File: src/rtl/core/pfp_pkg.sv
// shared constants and types for the preamble frame parser
`default_nettype none

package pfp_pkg;

    localparam int BYTE_W      = 8;
    localparam int CRC_W       = 16;
    localparam int LEN_W       = 16;
    localparam int CNT_OUT_W   = 32;
    localparam int CFG_IDX_W   = 2;
    localparam int CFG_DATA_W  = 16;
    localparam int HEADER_BYTES = 5;

    typedef enum logic [1:0] {
        KIND_PAYLOAD = 2'd0,
        KIND_OK      = 2'd1,
        KIND_CRC_ERR = 2'd2,
        KIND_LEN_ERR = 2'd3
    } t_kind;

    typedef enum logic [CFG_IDX_W-1:0] {
        REG_PREAMBLE = 2'd0,
        REG_MAX_LEN  = 2'd1,
        REG_CRC_POLY = 2'd2,
        REG_CRC_INIT = 2'd3
    } t_reg_idx;

    localparam logic [CFG_DATA_W-1:0] RST_PREAMBLE = 16'hAA55;
    localparam logic [CFG_DATA_W-1:0] RST_MAX_LEN  = 16'd512;
    localparam logic [CFG_DATA_W-1:0] RST_CRC_POLY = 16'h1021;
    localparam logic [CFG_DATA_W-1:0] RST_CRC_INIT = 16'hFFFF;

endpackage

`default_nettype wire

File: src/rtl/core/pfp_crc16.sv
// byte-wide msb-first crc16 update with programmable polynomial
`default_nettype none

module pfp_crc16 (
    input  logic [pfp_pkg::CRC_W-1:0]  i_crc,
    input  logic [pfp_pkg::BYTE_W-1:0] i_byte,
    input  logic [pfp_pkg::CRC_W-1:0]  i_poly,
    output logic [pfp_pkg::CRC_W-1:0]  o_crc
);
    import pfp_pkg::*;

    logic [CRC_W-1:0] w_crc;

    // eight shift steps, one per data bit
    always_comb begin
        w_crc = i_crc ^ {i_byte, {(CRC_W-BYTE_W){1'b0}}};
        for (int k = 0; k < BYTE_W; k++) begin
            if (w_crc[CRC_W-1]) begin
                w_crc = {w_crc[CRC_W-2:0], 1'b0} ^ i_poly;
            end else begin
                w_crc = {w_crc[CRC_W-2:0], 1'b0};
            end
        end
    end

    assign o_crc = w_crc;

endmodule

`default_nettype wire

File: src/rtl/core/preamble_frame_parser_crc16_unit.sv
// Latency: a result word is valid in the cycle after the byte that causes it is accepted.
// Throughput: one byte per cycle while o_stall is low, set by the byte-wide crc update and parser step.
// A waiting result does not block input unless the output is stalled while full.
// Reset: synchronous, active low; registers return to defaults, counters clear,
// the parser goes back to preamble search and the output word is dropped.
`default_nettype none

module preamble_frame_parser_crc16_unit #(
    parameter int PREAMBLE_BYTES_N = 2,
    parameter int COUNTER_BITS     = 32
) (
    input  logic                            i_clk,
    input  logic                            i_rst_n,
    input  logic                            i_valid,
    output logic                            o_stall,
    input  logic [pfp_pkg::BYTE_W-1:0]      i_rx_byte,
    output logic                            o_valid,
    input  logic                            i_stall,
    output logic [1:0]                      o_result_kind,
    output logic [pfp_pkg::BYTE_W-1:0]      o_data_byte,
    output logic [pfp_pkg::LEN_W-1:0]       o_payload_index,
    output logic [pfp_pkg::BYTE_W-1:0]      o_frame_version,
    output logic [pfp_pkg::BYTE_W-1:0]      o_frame_type,
    output logic [pfp_pkg::BYTE_W-1:0]      o_frame_seq,
    output logic [pfp_pkg::LEN_W-1:0]       o_frame_length,
    output logic [pfp_pkg::CRC_W-1:0]       o_received_crc,
    output logic [pfp_pkg::CNT_OUT_W-1:0]   o_ok_frames,
    output logic [pfp_pkg::CNT_OUT_W-1:0]   o_crc_failures,
    output logic [pfp_pkg::CNT_OUT_W-1:0]   o_length_failures,
    input  logic                            i_cfg_we,
    input  logic [pfp_pkg::CFG_IDX_W-1:0]   i_cfg_index,
    input  logic [pfp_pkg::CFG_DATA_W-1:0]  i_cfg_data
);
    import pfp_pkg::*;

    localparam int SC_W = (PREAMBLE_BYTES_N > 1) ? $clog2(PREAMBLE_BYTES_N) : 1;

    typedef enum logic [1:0] {
        PH_SYNC    = 2'd0,
        PH_HEADER  = 2'd1,
        PH_PAYLOAD = 2'd2,
        PH_CRC     = 2'd3
    } t_phase;

    // configuration
    logic [CFG_DATA_W-1:0] r_preamble, r_max_len, r_crc_poly, r_crc_init;

    // parser state
    t_phase                r_phase, n_phase;
    logic [SC_W-1:0]       r_sync_count, n_sync_count;
    logic [LEN_W-1:0]      r_byte_count, n_byte_count;
    logic [BYTE_W-1:0]     r_hdr_version, n_hdr_version;
    logic [BYTE_W-1:0]     r_hdr_type, n_hdr_type;
    logic [BYTE_W-1:0]     r_hdr_seq, n_hdr_seq;
    logic [LEN_W-1:0]      r_hdr_length, n_hdr_length;
    logic [CRC_W-1:0]      r_crc_rx, n_crc_rx;
    logic [CRC_W-1:0]      r_crc_run, n_crc_run;
    logic [COUNTER_BITS-1:0] r_cnt_ok, n_cnt_ok;
    logic [COUNTER_BITS-1:0] r_cnt_crc, n_cnt_crc;
    logic [COUNTER_BITS-1:0] r_cnt_len, n_cnt_len;

    // output word
    logic                  r_out_valid, n_out_valid;
    t_kind                 r_kind;
    logic [BYTE_W-1:0]     r_data;
    logic [LEN_W-1:0]      r_idx;
    logic [BYTE_W-1:0]     r_version, r_type, r_seq;
    logic [LEN_W-1:0]      r_length;
    logic [CRC_W-1:0]      r_rcrc;
    logic [CNT_OUT_W-1:0]  r_ok_out, r_crc_out, r_len_out;

    logic                  w_accept;
    logic                  w_has_res;
    t_kind                 w_kind;
    logic [BYTE_W-1:0]     w_data;
    logic [LEN_W-1:0]      w_idx;
    logic [CRC_W-1:0]      w_rcrc;
    logic [CRC_W-1:0]      w_crc_in, w_crc_out;
    logic [BYTE_W-1:0]     w_pre_byte, w_pre_first;
    logic [SC_W:0]         w_sync_inc;
    logic [LEN_W-1:0]      w_bc_inc;
    logic [CRC_W-1:0]      w_rc_full;
    logic [CNT_OUT_W-1:0]  w_ok_ext, w_crc_ext, w_len_ext;

    assign o_stall  = r_out_valid & i_stall;
    assign w_accept = i_valid & ~o_stall;

    // first header byte restarts the crc from the programmed seed
    assign w_crc_in = (r_phase == PH_HEADER && r_byte_count == '0) ? r_crc_init : r_crc_run;

    pfp_crc16 u_crc (
        .i_crc  (w_crc_in),
        .i_byte (i_rx_byte),
        .i_poly (r_crc_poly),
        .o_crc  (w_crc_out)
    );

    assign w_pre_first = r_preamble[CFG_DATA_W-1 -: BYTE_W];
    assign w_sync_inc  = {1'b0, r_sync_count} + {{SC_W{1'b0}}, 1'b1};
    assign w_bc_inc    = r_byte_count + {{(LEN_W-1){1'b0}}, 1'b1};
    assign w_rc_full   = r_crc_rx | {{(CRC_W-BYTE_W){1'b0}}, i_rx_byte};

    // only the first two preamble bytes are programmable, the rest are zero
    always_comb begin
        if (r_sync_count == SC_W'(0)) begin
            w_pre_byte = w_pre_first;
        end else if (r_sync_count == SC_W'(1)) begin
            w_pre_byte = r_preamble[BYTE_W-1:0];
        end else begin
            w_pre_byte = '0;
        end
    end

    always_comb begin
        n_phase       = r_phase;
        n_sync_count  = r_sync_count;
        n_byte_count  = r_byte_count;
        n_hdr_version = r_hdr_version;
        n_hdr_type    = r_hdr_type;
        n_hdr_seq     = r_hdr_seq;
        n_hdr_length  = r_hdr_length;
        n_crc_rx      = r_crc_rx;
        n_crc_run     = r_crc_run;
        n_cnt_ok      = r_cnt_ok;
        n_cnt_crc     = r_cnt_crc;
        n_cnt_len     = r_cnt_len;
        w_has_res     = 1'b0;
        w_kind        = KIND_PAYLOAD;
        w_data        = '0;
        w_idx         = '0;
        w_rcrc        = '0;

        unique case (r_phase)
            PH_SYNC: begin
                if (i_rx_byte == w_pre_byte) begin
                    if (w_sync_inc >= (SC_W+1)'(PREAMBLE_BYTES_N)) begin
                        n_phase      = PH_HEADER;
                        n_sync_count = '0;
                        n_byte_count = '0;
                    end else begin
                        n_sync_count = w_sync_inc[SC_W-1:0];
                    end
                end else if (i_rx_byte == w_pre_first) begin
                    n_sync_count = SC_W'(1);
                end else begin
                    n_sync_count = '0;
                end
            end
            PH_HEADER: begin
                case (r_byte_count)
                    16'd0:   n_hdr_version = i_rx_byte;
                    16'd1:   n_hdr_type    = i_rx_byte;
                    16'd2:   n_hdr_seq     = i_rx_byte;
                    16'd3:   n_hdr_length  = {i_rx_byte, {BYTE_W{1'b0}}};
                    default: n_hdr_length  = r_hdr_length
                                             | {{(LEN_W-BYTE_W){1'b0}}, i_rx_byte};
                endcase
                n_crc_run    = w_crc_out;
                n_byte_count = w_bc_inc;
                if (w_bc_inc >= LEN_W'(HEADER_BYTES)) begin
                    n_byte_count = '0;
                    if (n_hdr_length > r_max_len) begin
                        n_cnt_len = r_cnt_len + {{(COUNTER_BITS-1){1'b0}}, 1'b1};
                        n_phase   = PH_SYNC;
                        n_sync_count = '0;
                        n_crc_rx  = '0;
                        w_has_res = 1'b1;
                        w_kind    = KIND_LEN_ERR;
                    end else if (n_hdr_length != '0) begin
                        n_phase = PH_PAYLOAD;
                    end else begin
                        n_phase = PH_CRC;
                    end
                end
            end
            PH_PAYLOAD: begin
                n_crc_run    = w_crc_out;
                n_byte_count = w_bc_inc;
                if (w_bc_inc >= r_hdr_length) begin
                    n_byte_count = '0;
                    n_phase      = PH_CRC;
                end
                w_has_res = 1'b1;
                w_kind    = KIND_PAYLOAD;
                w_data    = i_rx_byte;
                w_idx     = r_byte_count;
            end
            PH_CRC: begin
                if (r_byte_count == '0) begin
                    n_crc_rx     = {i_rx_byte, {BYTE_W{1'b0}}};
                    n_byte_count = {{(LEN_W-1){1'b0}}, 1'b1};
                end else begin
                    if (w_rc_full == r_crc_run) begin
                        n_cnt_ok = r_cnt_ok + {{(COUNTER_BITS-1){1'b0}}, 1'b1};
                        w_kind   = KIND_OK;
                    end else begin
                        n_cnt_crc = r_cnt_crc + {{(COUNTER_BITS-1){1'b0}}, 1'b1};
                        w_kind    = KIND_CRC_ERR;
                    end
                    n_phase      = PH_SYNC;
                    n_sync_count = '0;
                    n_byte_count = '0;
                    n_crc_rx     = '0;
                    w_has_res    = 1'b1;
                    w_rcrc       = w_rc_full;
                end
            end
            default: n_phase = PH_SYNC;
        endcase
    end

    // counters are reported as their low bits, zero-extended when narrower
    generate
        if (COUNTER_BITS >= CNT_OUT_W) begin : g_cnt_trunc
            assign w_ok_ext  = n_cnt_ok[CNT_OUT_W-1:0];
            assign w_crc_ext = n_cnt_crc[CNT_OUT_W-1:0];
            assign w_len_ext = n_cnt_len[CNT_OUT_W-1:0];
        end else begin : g_cnt_ext
            assign w_ok_ext  = {{(CNT_OUT_W-COUNTER_BITS){1'b0}}, n_cnt_ok};
            assign w_crc_ext = {{(CNT_OUT_W-COUNTER_BITS){1'b0}}, n_cnt_crc};
            assign w_len_ext = {{(CNT_OUT_W-COUNTER_BITS){1'b0}}, n_cnt_len};
        end
    endgenerate

    always_comb begin
        n_out_valid = r_out_valid;
        if (w_accept && w_has_res) begin
            n_out_valid = 1'b1;
        end else if (!i_stall) begin
            n_out_valid = 1'b0;
        end
    end

    always_ff @(posedge i_clk) begin
        if (!i_rst_n) begin
            r_preamble    <= RST_PREAMBLE;
            r_max_len     <= RST_MAX_LEN;
            r_crc_poly    <= RST_CRC_POLY;
            r_crc_init    <= RST_CRC_INIT;
            r_phase       <= PH_SYNC;
            r_sync_count  <= '0;
            r_byte_count  <= '0;
            r_hdr_version <= '0;
            r_hdr_type    <= '0;
            r_hdr_seq     <= '0;
            r_hdr_length  <= '0;
            r_crc_rx      <= '0;
            r_crc_run     <= RST_CRC_INIT;
            r_cnt_ok      <= '0;
            r_cnt_crc     <= '0;
            r_cnt_len     <= '0;
            r_out_valid   <= 1'b0;
        end else begin
            if (i_cfg_we) begin
                unique case (t_reg_idx'(i_cfg_index))
                    REG_PREAMBLE: r_preamble <= i_cfg_data;
                    REG_MAX_LEN:  r_max_len  <= i_cfg_data;
                    REG_CRC_POLY: r_crc_poly <= i_cfg_data;
                    REG_CRC_INIT: r_crc_init <= i_cfg_data;
                    default:      r_preamble <= r_preamble;
                endcase
            end
            if (w_accept) begin
                r_phase       <= n_phase;
                r_sync_count  <= n_sync_count;
                r_byte_count  <= n_byte_count;
                r_hdr_version <= n_hdr_version;
                r_hdr_type    <= n_hdr_type;
                r_hdr_seq     <= n_hdr_seq;
                r_hdr_length  <= n_hdr_length;
                r_crc_rx      <= n_crc_rx;
                r_crc_run     <= n_crc_run;
                r_cnt_ok      <= n_cnt_ok;
                r_cnt_crc     <= n_cnt_crc;
                r_cnt_len     <= n_cnt_len;
            end
            r_out_valid <= n_out_valid;
        end
    end

    // result word payload, loaded only when a new word is produced
    always_ff @(posedge i_clk) begin
        if (w_accept && w_has_res) begin
            r_kind    <= w_kind;
            r_data    <= w_data;
            r_idx     <= w_idx;
            r_version <= n_hdr_version;
            r_type    <= n_hdr_type;
            r_seq     <= n_hdr_seq;
            r_length  <= n_hdr_length;
            r_rcrc    <= w_rcrc;
            r_ok_out  <= w_ok_ext;
            r_crc_out <= w_crc_ext;
            r_len_out <= w_len_ext;
        end
    end

    assign o_valid           = r_out_valid;
    assign o_result_kind     = r_kind;
    assign o_data_byte       = r_data;
    assign o_payload_index   = r_idx;
    assign o_frame_version   = r_version;
    assign o_frame_type      = r_type;
    assign o_frame_seq       = r_seq;
    assign o_frame_length    = r_length;
    assign o_received_crc    = r_rcrc;
    assign o_ok_frames       = r_ok_out;
    assign o_crc_failures    = r_crc_out;
    assign o_length_failures = r_len_out;

`ifndef SYNTHESIS
    a_new_word_from_byte: assert property (@(posedge i_clk) disable iff (!i_rst_n)
        $rose(r_out_valid) |-> $past(w_accept))
        else $error("result word appeared without an accepted byte");

    // the limit may be rewritten mid-frame, so only the length itself is checked
    a_payload_len_nonzero: assert property (@(posedge i_clk) disable iff (!i_rst_n)
        (r_phase == PH_PAYLOAD) |-> (r_hdr_length != '0))
        else $error("payload phase with an empty length");

    a_header_count: assert property (@(posedge i_clk) disable iff (!i_rst_n)
        (r_phase == PH_HEADER) |-> (r_byte_count < LEN_W'(HEADER_BYTES)))
        else $error("header byte count out of range");

    a_crc_count: assert property (@(posedge i_clk) disable iff (!i_rst_n)
        (r_phase == PH_CRC) |-> (r_byte_count <= {{(LEN_W-1){1'b0}}, 1'b1}))
        else $error("crc byte count out of range");

    a_no_output_without_space: assert property (@(posedge i_clk) disable iff (!i_rst_n)
        (r_out_valid && i_stall) |=> (r_out_valid && $stable(r_kind)))
        else $error("stalled result word lost or overwritten");
`endif

endmodule

`default_nettype wire
File: config.mk
export PLATFORM = sky130hd
export DESIGN_NAME = preamble_frame_parser_crc16_unit
export DESIGN_NICKNAME = d
export VERILOG_FILES = /design/src/rtl/core/pfp_pkg.sv /design/src/rtl/core/pfp_crc16.sv /design/src/rtl/core/preamble_frame_parser_crc16_unit.sv
export SDC_FILE = /design/constraint.sdc
export NUM_CORES = 1
export LEC_CHECK = 0
export ABC_AREA = 1
export BUFFER_PORTS_ARGS = -buffer_cell sky130_fd_sc_hd__buf_2
export CORE_MARGIN = 10
export CORE_UTILIZATION = 60
export DETAILED_ROUTE_END_ITERATION = 16
export PLACE_DENSITY = 0.78
export SYNTH_ARGS = -nofsm -noshare
export SYNTH_HDL_FRONTEND = slang
export SYNTH_SLANG_ARGS = --single-unit
File: constraint.sdc
create_clock -name i_clk -period 15.5 [get_ports i_clk]
set_input_delay 2.325 -clock i_clk [delete_from_list [all_inputs] [get_ports i_clk]]
set_output_delay 2.325 -clock i_clk [all_outputs]
set_load 0.02 [all_outputs]
==> summary.md, run 1 <==
| Metric | Value |
|---|---|
| Run status | `complete, no violations` |
| Filler cell count | `3003` |
| HPWL reported at the end of detailed placement | `44640 um` |
| Worst Hold Class | `flip-flop to flip-flop` |
| Initial antenna violation count | `2` |
| Post-CTS setup buffers | `0` |
| Clock Latency Late Sink | `590 ps` |
| Mapped Nets | `2975` |
| Num CTS Buffers | `45` |
| Most area-hungry cell type in the Yosys netlist | `edfxtp_1` |
| P_leak | `11.69 nW` |
| Area occupied by multi-input gates | `0.009545 mm2` |
| Die ar. | `0.04498 mm2` |
| Placer Congestion | `0.9409` |
| Die Wd | `212.1 um` |
| CTS tree | `built` |
| Tot GR Track Use | `27.54%` |
| Setup TNS | `0 ps` |
| Buffers on Ports | `210` |
| FF-to-FF Start | `r_byte_count[0]$_SDFFE_PN0P_` |
| Setup Viol. Count Final | `0` |
| # hold bufs at CTS | `0` |
| Core ar. | `0.03652 mm2` |
| Power share of the combinational group | `12.2%` |
| Synthesized cell area | `0.02214 mm2` |
| Via count | `19628` |
| Syn_area_per_cell | `7.634 um2` |
| Peak supply drop | `0.07888 mV` |
| Power per cell area | `105.9 mW/mm2` |
| Cell internal pwr | `1.916 mW` |
| Final wirelength | `62860 um` |
| Largest stage delay, worst path | `720 ps` |
| NetSw | `705.6 uW` |
| Hold WS | `471.5 ps` |
| Ports | `211` |
| Row Count | `70` |
| Clock share of power | `41.2%` |
| Critical Path AT | `7840 ps` |
| Layout cell share with drive strength beyond 1 | `11.18%` |
| Rel. slew slack | `15.52%` |
| YS warnings | `0` |
| Switching Share | `26.91%` |
| CTS clk-pin slew, worst paths | `60 ps` |
| Final Max Slew Viols | `0` |
| Pre-antenna DRT Iters | `6` |
| Remaining global-route overflow | `0` |
| ANT nets after route | `0` |
| Htree depth | `2` |
| Fmax achieved | `0.1357 GHz` |
| Post-synth top area share | `24.15%` |
| CP Buf/Inv Count | `2` |
| Iter 0 DRT Violations | `1613` |
| Final Cycle Share | `47.53%` |
| Tot Pwr | `2.622 mW` |
| Reg power frac | `46.6%` |
| Fin util | `67.81%` |
| R2R Setup Slk | `8600 ps` |
| Critical path type | `primary input to flip-flop` |
| Hold worst-path end | `r_max_len[14]$_SDFFE_PN0P_` |
| Worst path top cell family by delay | `simple AND/OR/NAND/NOR gates` |
| Worst Reg2Reg Path Length in Cells | `29` |
| Critical path's most frequent cell | `nand2_1` |
| WP data required | `15980 ps` |
| Place WS | `7690 ps` |
| Async set or reset register ratio after synthesis | `0%` |
| Number of non-filler instances in the completed layout | `3539` |
| Vias per cell | `5.546` |
| Vias in the first global route | `18333` |
| Final Hold Vio Count | `0` |
| Clk_skew | `15.31 ps` |
| Die Ht | `212.1 um` |
| Min-delay src | `r_max_len[14]$_SDFFE_PN0P_` |
| Hold depth | `2` |
| Inst Count DP | `3453` |
| Deepest clock path buffer count | `3` |
| # resized after CTS | `0` |
| Global-route wire length before repair | `98880 um` |
| Final min period | `7367 ps` |
| Synthesized instance count | `2900` |
| Sink Count | `422` |
| Actual slew at the worst max-slew pin | `1262 ps` |
| Final instance area | `0.02477 mm2` |
| EDFF count, synth | `178` |
| Critical path peak fanout | `30` |
| WL per Instance | `17.76 um` |
| Register Area | `0.01023 mm2` |
| Reg2reg end | `r_crc_run[10]$_SDFFE_PN1P_` |
| DRC | `0` |
| Synth cell types | `47` |
| Starting Density | `60.61%` |
| Register area share after synthesis | `46.21%` |
| Area delta synth->final | `11.88%` |
| Most common cell in the netlist | `nand2_1` |
| Top_reg_cell synth | `dfxtp_1` |
| RSZ-0062 raised after global routing | `false` |
| Startpoint type of the worst setup path | `primary input` |
| Crit. End Element | `flip-flop` |
| Clock root buffer | `clkbuf_16` |
| Max-cap violation count | `0` |
| Setup ws final | `8133 ps` |
| Post-synth top cells | `645 x nand2_1, 460 x inv_1, 244 x dfxtp_1` |
| Placed cell area | `0.02328 mm2` |
| Largest cells by area after synthesis | `edfxtp_1 24%, dfxtp_1 22%, nand2_1 11%, inv_1 7.8%, o21ai_0 5.5%` |
| FF+latch count, synth | `422` |
| Net count, final | `3107` |
| Largest net degree at the start of global routing | `95` |
| Critical Path Slowest Stage Cell | `nand2_1` |
-- flip-flops by register name (all words and copies together), names as in the netlist, 32 cells and up, named ones only --
register and count:
o_crc_failures 32, o_length_failures 32, o_ok_frames 32, r_cnt_crc 32
r_cnt_len 32, r_cnt_ok 32
-- worst max path at each step --
stage	endpoint	depth (start not counted)	slack, ps	from
detailed placement	r_crc_run[15]$_SDFFE_PN1P_	23	7690	i_rx_byte[7]
finish	r_crc_run[10]$_SDFFE_PN1P_	25	8130	i_rx_byte[7]
global route	r_crc_run[8]$_SDFFE_PN1P_	25	7610	i_rx_byte[7]
CTS	r_crc_run[15]$_SDFFE_PN1P_	23	8280	i_rx_byte[7]
floorplan	o_crc_failures[0]$_DFFE_PP_	16	1770	i_rx_byte[0]
global placement	r_crc_run[8]$_SDFFE_PN1P_	25	7890	i_rx_byte[7]
-- layer usage --
layer  vias to the layer above  global-route usage [%]  part of all wire, %  wire length [um]
li1                       9607                       -                    -                 -
met1                      9113                   34.33                   41             25700
met2                       763                   45.96                   48             30090
met3                       145                   5.095                  7.5              4723
met4                         0                   11.75                  3.7              2346
met5                         -                       0                    0                 0
-- layout by cell type, fill, tap and decap left out, types with 44 or more instances in the layout --
| cell | instances |
|---|---|
| buf_2 | 210 |
| a21oi_1 | 201 |
| xor2_1 | 116 |
| nand2_1 | 644 |
| edfxtp_1 | 178 |
| ha_1 | 44 |
| clkbuf_16 | 45 |
| inv_1 | 460 |
| nor2_1 | 206 |
| nand3_1 | 182 |
| o21ai_0 | 243 |
| dfxtp_1 | 244 |
| nand4_1 | 44 |
-- power by group through the flow --
stage	Clock [mW]	Sequential (mW)	Combinational, mW
floorplan	0	1.23	0.259
global placement	0	1.24	0.303
detailed placement	0	1.24	0.313
CTS	1.09	1.22	0.315
global route	1.14	1.22	0.364
finish	1.08	1.22	0.321
-- worst min-delay path, stage by stage (launching register included) --
cell	delay (ps)
dfxtp_1	300
inv_1	70
a21oi_1	60
-- final cells by class --
class | count | area share (%)
clock inverters | 24 | 1.005
repair buffers | 221 | 4.577
clock buffers | 60 | 4.976
diodes | 2 | 0.02021
inverters | 474 | 7.214
multi-input cells | 1868 | 38.54
flip-flops and latches | 422 | 41.30
well taps | 468 | 2.364
-- kinds of logic after synthesis --
kind of cell / after synthesis / synth area share, %
simple gates: 1191 / 23.31
buf+inv: 610 / 10.80
compound gates: 494 / 11.66
flops: 422 / 46.21
xor+xnor: 139 / 5.533
fa+ha+maj: 44 / 2.487
No activity file was read; power rests on OpenSTA's default activity.
==> run 2, diff against run 1 <==
Settings changed: CORE_UTILIZATION 60 to 54, PLACE_DENSITY 0.78 to 0.74.
Clock period 15.5 ns to 6.7 ns, I/O delays scaled along.
==> summary.md, run 2 (synthesis gave the netlist of run 1 again) <==
| Metric | Value |
|---|---|
| Run status | `complete, no violations` |
| Initial antenna violation count | `0` |
| Htree depth | `2` |
| ANT nets after route | `0` |
| Clock root buffer | `clkbuf_16` |
| HPWL reported at the end of detailed placement | `45830 um` |
| CP Buf/Inv Count | `3` |
| Via count | `19638` |
| Num CTS Buffers | `44` |
| Pre-antenna DRT Iters | `6` |
| RSZ-0062 raised after global routing | `false` |
| WP data required | `6900 ps` |
| Hold depth | `2` |
| Die Ht | `222.5 um` |
| Final wirelength | `64720 um` |
| Vias per cell | `5.449` |
| Clk_skew | `28.63 ps` |
| Die ar. | `0.04950 mm2` |
| Iter 0 DRT Violations | `1762` |
| Most common cell after layout, fill and taps aside | `nand2_1` |
| CTS clk-pin slew, worst paths | `60 ps` |
| # resized after CTS | `0` |
| Critical path type | `flip-flop to flip-flop` |
| Die Wd | `222.5 um` |
| Final Hold Vio Count | `0` |
| Switching Share | `27.30%` |
| Hold worst-path end | `r_max_len[14]$_SDFFE_PN0P_` |
| Crit-path cells | `ha_1 -> inv_1 -> nor4_1 -> nand2_1 -> nor4_4 -> o22ai_1 -> ha_1 -> nand2_1 -> nor3_1 -> a211o_1 -> nand2_1 -> inv_1 -> nand3_2 -> a31oi_4 -> buf_12` |
| Worst Reg2Reg Path Length in Cells | `15` |
| Rel. slew slack | `25.57%` |
| Row Count | `74` |
| CTS tree | `built` |
| Critical path's most frequent cell | `nand2_1` |
| NetSw | `1.657 mW` |
| Most frequent cells in the layout | `644 x nand2_1, 460 x inv_1, 244 x dfxtp_1` |
| Placed cell area | `0.02341 mm2` |
| Crit. End Element | `flip-flop` |
| Deepest clock path buffer count | `3` |
| Final Cycle Share | `91.90%` |
| Critical path peak fanout | `128` |
| Global-route wire length before repair | `101700 um` |
| Clock Latency Late Sink | `600 ps` |
| Largest stage delay, worst path | `910 ps` |
| FF-to-FF Start | `r_byte_count[0]$_SDFFE_PN0P_` |
| Final Max Slew Viols | `0` |
| Filler cell count | `3613` |
| Cell internal pwr | `4.413 mW` |
| # hold bufs at CTS | `0` |
| WL per Instance | `17.96 um` |
| Min-delay src | `r_max_len[14]$_SDFFE_PN0P_` |
| Reg power frac | `46.6%` |
| Area delta synth->final | `12.55%` |
| Fmax achieved | `0.1624 GHz` |
| Starting Density | `54.46%` |
| Clock share of power | `40.9%` |
| Hold WS | `468.2 ps` |
| Setup Viol. Count Final | `0` |
| Buffers on Ports | `210` |
| Peak supply drop | `0.1839 mV` |
| Critical Path AT | `6360 ps` |
| Sink Count | `422` |
| Remaining global-route overflow | `0` |
| Max-cap violation count | `0` |
| Actual slew at the worst max-slew pin | `1117 ps` |
| Largest net degree at the start of global routing | `129` |
| Worst path top cell family by delay | `simple AND/OR/NAND/NOR gates` |
| Area occupied by multi-input gates | `0.009559 mm2` |
| Final min period | `6157 ps` |
| Tot GR Track Use | `25.27%` |
| Reg2reg end | `o_frame_length[11]$_DFFE_PP_` |
| Setup TNS | `0 ps` |
| Layout cell share with drive strength beyond 1 | `11.40%` |
| Final instance area | `0.02492 mm2` |
| Power share of the combinational group | `12.5%` |
| P_leak | `11.70 nW` |
| Ports | `211` |
| Startpoint type of the worst setup path | `flip-flop` |
| DRC | `0` |
| Net count, final | `3109` |
| Post-CTS setup buffers | `0` |
| Worst Hold Class | `flip-flop to flip-flop` |
| Power per cell area | `243.6 mW/mm2` |
| R2R Setup Slk | `540 ps` |
| Vias in the first global route | `18374` |
| Critical Path Slowest Stage Cell | `nor4_4` |
| Placer Congestion | `0.9158` |
| Register Area | `0.01023 mm2` |
| Core ar. | `0.04065 mm2` |
-- run 2: stage by stage --
step                      util, %  instances  worst slack (ps)  total power, mW
after detailed placement    57.59       3520             711.7            3.621
after CTS                   61.28       3602             736.3            6.089
after floorplan                 -       2900             10.95            3.442
after global placement      57.59       3520             673.2            3.596
after global routing        61.28       3602             272.4            6.327
final                       61.30       3604             542.7            6.069
-- run 2: power groups by stage --
stage / Combinational [mW] / Sequential, mW / Clock [mW]
after floorplan: 0.599 / 2.84 / 0
after global placement: 0.722 / 2.87 / 0
after detailed placement: 0.743 / 2.88 / 0
after CTS: 0.748 / 2.82 / 2.52
after global routing: 0.869 / 2.83 / 2.62
final: 0.757 / 2.83 / 2.48
-- run 2: how the worst max path moves through the flow --
stage                                       startpoint                              end  depth (start not counted)
after floorplan           r_byte_count[0]$_SDFFE_PN0P_      o_crc_failures[0]$_DFFE_PP_                         22
after global placement    r_byte_count[0]$_SDFFE_PN0P_  o_length_failures[10]$_DFFE_PP_                         15
after detailed placement  r_byte_count[0]$_SDFFE_PN0P_   o_length_failures[8]$_DFFE_PP_                         15
after CTS                 r_byte_count[0]$_SDFFE_PN0P_     o_frame_version[3]$_DFFE_PP_                         15
after global routing      r_byte_count[0]$_SDFFE_PN0P_     o_frame_length[11]$_DFFE_PP_                         15
final                     r_byte_count[0]$_SDFFE_PN0P_     o_frame_length[11]$_DFFE_PP_                         15
-- run 2: area by class of cell --
type | count | area share (%)
clock buffers | 64 | 5.167
well taps | 532 | 2.672
diodes | 2 | 0.02009
repair buffers | 224 | 4.690
inverters | 474 | 7.171
clock inverters | 18 | 0.8537
multi-input cells | 1868 | 38.37
flip-flops and latches | 422 | 41.06
-- run 2: per-layer routing --
metal	vias to the layer above	GRT usage [%]	share of wire, %
li1	9589	-	-
met1	9178	32.63	43
met2	749	41.89	47
met3	122	4.306	6.9
met4	0	8.980	2.9
met5	-	0	0
-- run 2: tightest hold or removal path: cells and delay by family (launching register included) --
family / cells / cell delay, ps
buf+inv: 1 / 70
flops: 1 / 300
compound gates: 1 / 60
==> run 3, diff against run 2 <==
Settings changed: CAP_MARGIN from default to 20, CORE_MARGIN 10 to default, RECOVER_POWER from default to 100.
==> summary.md, run 3 (synthesis gave the netlist of run 1 again) <==
| Metric | Value |
|---|---|
| Critical Path Slowest Stage Cell | `clkbuf_1` |
| # resized after CTS | `0` |
| Fmax achieved | `0.1624 GHz` |
| Final Max Slew Viols | `123` |
| Reg2reg end | `o_received_crc[8]$_SDFFCE_PN0P_` |
| Via count | `19564` |
| Setup TNS | `0 ps` |
| Area delta synth->final | `11.07%` |
| Tot Pwr | `6.034 mW` |
| Power per cell area | `245.4 mW/mm2` |
| Crit. End Element | `flip-flop` |
| Remaining global-route overflow | `0` |
| Die Ht | `204.5 um` |
| Vias in the first global route | `18187` |
| Rel. slew slack | `-174.0%` |
| P_leak | `11.15 nW` |
| Cell internal pwr | `4.373 mW` |
| Peak supply drop | `0.1983 mV` |
| NetSw | `1.661 mW` |
| Final wirelength | `62380 um` |
| Tot GR Track Use | `29.84%` |
| Most common cell after layout, fill and taps aside | `nand2_1` |
| DRC | `0` |
| Initial antenna violation count | `0` |
| Sink Count | `422` |
| Final min period | `6157 ps` |
| Setup Viol. Count Final | `0` |
| Starting Density | `55.21%` |
| Worst Hold Class | `flip-flop to flip-flop` |
| Actual slew at the worst max-slew pin | `4109 ps` |
| Deepest clock path buffer count | `3` |
| Final Hold Vio Count | `0` |
| Ports | `211` |
| Power share of the combinational group | `12.6%` |
| # hold bufs at CTS | `0` |
| Iter 0 DRT Violations | `1625` |
| Clock Latency Late Sink | `580 ps` |
| Reg power frac | `46.8%` |
| Post-CTS setup buffers | `0` |
| Core ar. | `0.04010 mm2` |
| CP Capture Point | `r_cnt_crc[2]$_SDFFE_PN0P_` |
| Die ar. | `0.04181 mm2` |
| Net count, final | `3109` |
| N_diodes | `0` |
| Worst Reg2Reg Path Length in Cells | `15` |
| FF-to-FF Start | `r_byte_count[0]$_SDFFE_PN0P_` |
| CTS tree | `built` |
| Crit-path cells | `buf_2 -> clkbuf_1 -> inv_4 -> buf_4 -> a21oi_1 -> o21ai_0 -> inv_1` |
| Pre-antenna DRT Iters | `7` |
| Global-route wire length before repair | `97310 um` |
| CP Launch Point | `i_rst_n` |
| Critical path type | `primary input to flip-flop` |
| Max-cap violation count | `2` |
| WP data required | `7210 ps` |
| Num CTS Buffers | `44` |
| Largest stage delay, worst path | `2860 ps` |
| Failing checks | `capacitance limit, slew limit` |
| Place WS | `939.6 ps` |
| Clock share of power | `40.6%` |
| Number of non-filler instances in the completed layout | `3595` |
| Critical Path AT | `6670 ps` |
| Clock root buffer | `clkbuf_16` |
| Vias per cell | `5.442` |
| Most frequent cells in the layout | `646 x nand2_1, 460 x inv_1, 244 x dfxtp_1` |
| ANT nets after route | `0` |
| CTS clk-pin slew, worst paths | `60 ps` |
| Largest net degree at the start of global routing | `104` |
| Fin util | `61.32%` |
| Inst Count DP | `3513` |
| Htree depth | `2` |
| HPWL reported at the end of detailed placement | `43440 um` |
| Row Count | `73` |
| Setup ws final | `543.3 ps` |
| Die Wd | `204.5 um` |
| R2R Setup Slk | `560 ps` |
| Layout cell share with drive strength beyond 1 | `5.309%` |
| Run status | `complete, but fails checks` |
| Placer Congestion | `0.9274` |
| Clk_skew | `16.30 ps` |
| Startpoint type of the worst setup path | `primary input` |
| WL per Instance | `17.35 um` |
| Switching Share | `27.53%` |
| RSZ-0062 raised after global routing | `false` |
| Critical path peak fanout | `91` |
| Buffers on Ports | `210` |
| Final Cycle Share | `91.89%` |
-- run 3: cell types whose count changed in the layout (fill, tap and decap cells not counted), sizes merged --
cell	before	now
clkinv	20	18
clkbuf	64	244
diode	2	0
clkinvlp	2	6
buf	224	39
inv	468	471
-- run 3: power by group through the flow --
stage                     sequential [mW]  combinational, mW  clock (mW)
after floorplan                      2.84              0.599           0
after global placement               2.87              0.730           0
after detailed placement             2.88              0.745           0
after CTS                            2.82              0.750        2.49
after global routing                 2.83              0.862        2.58
final                                2.82              0.761        2.45
-- run 3: critical path: cells and delay by family --
family	cells	cell delay, ps
buf+inv	5	5130
compound gates	2	410
-- run 3: metal layers --
layer / track usage (%) / up-vias / routed length, um
li1: - / 9608 / -
met2: 47.81 / 736 / 28580
met1: 40.19 / 9088 / 27100
met4: 11.33 / 0 / 2186
met5: 0 / - / 0
met3: 5.198 / 132 / 4511
-- run 3: layout make-up --
type	instances	area, um2
clock inverter	23	206.4
timing repair buffer	224	939.7
sequential	422	10230
inverter	474	1787
clock buffer	59	1239
tap	525	656.9
multi-input combinational	1868	9529
fill	3654	15510
-- run 3: per-stage QoR --
| step | area (um2) | hold slack [ps] |
|---|---|---|
| final | 24590 | 476.7 |
| after global routing | 24590 | 506.8 |
| after CTS | 24860 | 472.4 |
| after detailed placement | 23410 | 462.2 |
| after global placement | 23410 | 456.7 |
| after floorplan | 22180 | 435.3 |
-- run 3: worst min path at each step --
stage,to,depth (start not counted),startpoint,slack [ps]
finish,r_preamble[2]$_SDFFE_PN1P_,2,r_preamble[2]$_SDFFE_PN1P_,480
global route,r_crc_init[0]$_SDFFE_PN1P_,2,r_crc_init[0]$_SDFFE_PN1P_,510
CTS,r_max_len[6]$_SDFFE_PN0P_,2,r_max_len[6]$_SDFFE_PN0P_,470
detailed placement,r_preamble[2]$_SDFFE_PN1P_,2,r_preamble[2]$_SDFFE_PN1P_,460
global placement,r_max_len[10]$_SDFFE_PN0P_,2,r_max_len[10]$_SDFFE_PN0P_,460
floorplan,r_max_len[10]$_SDFFE_PN0P_,2,r_max_len[10]$_SDFFE_PN0P_,440
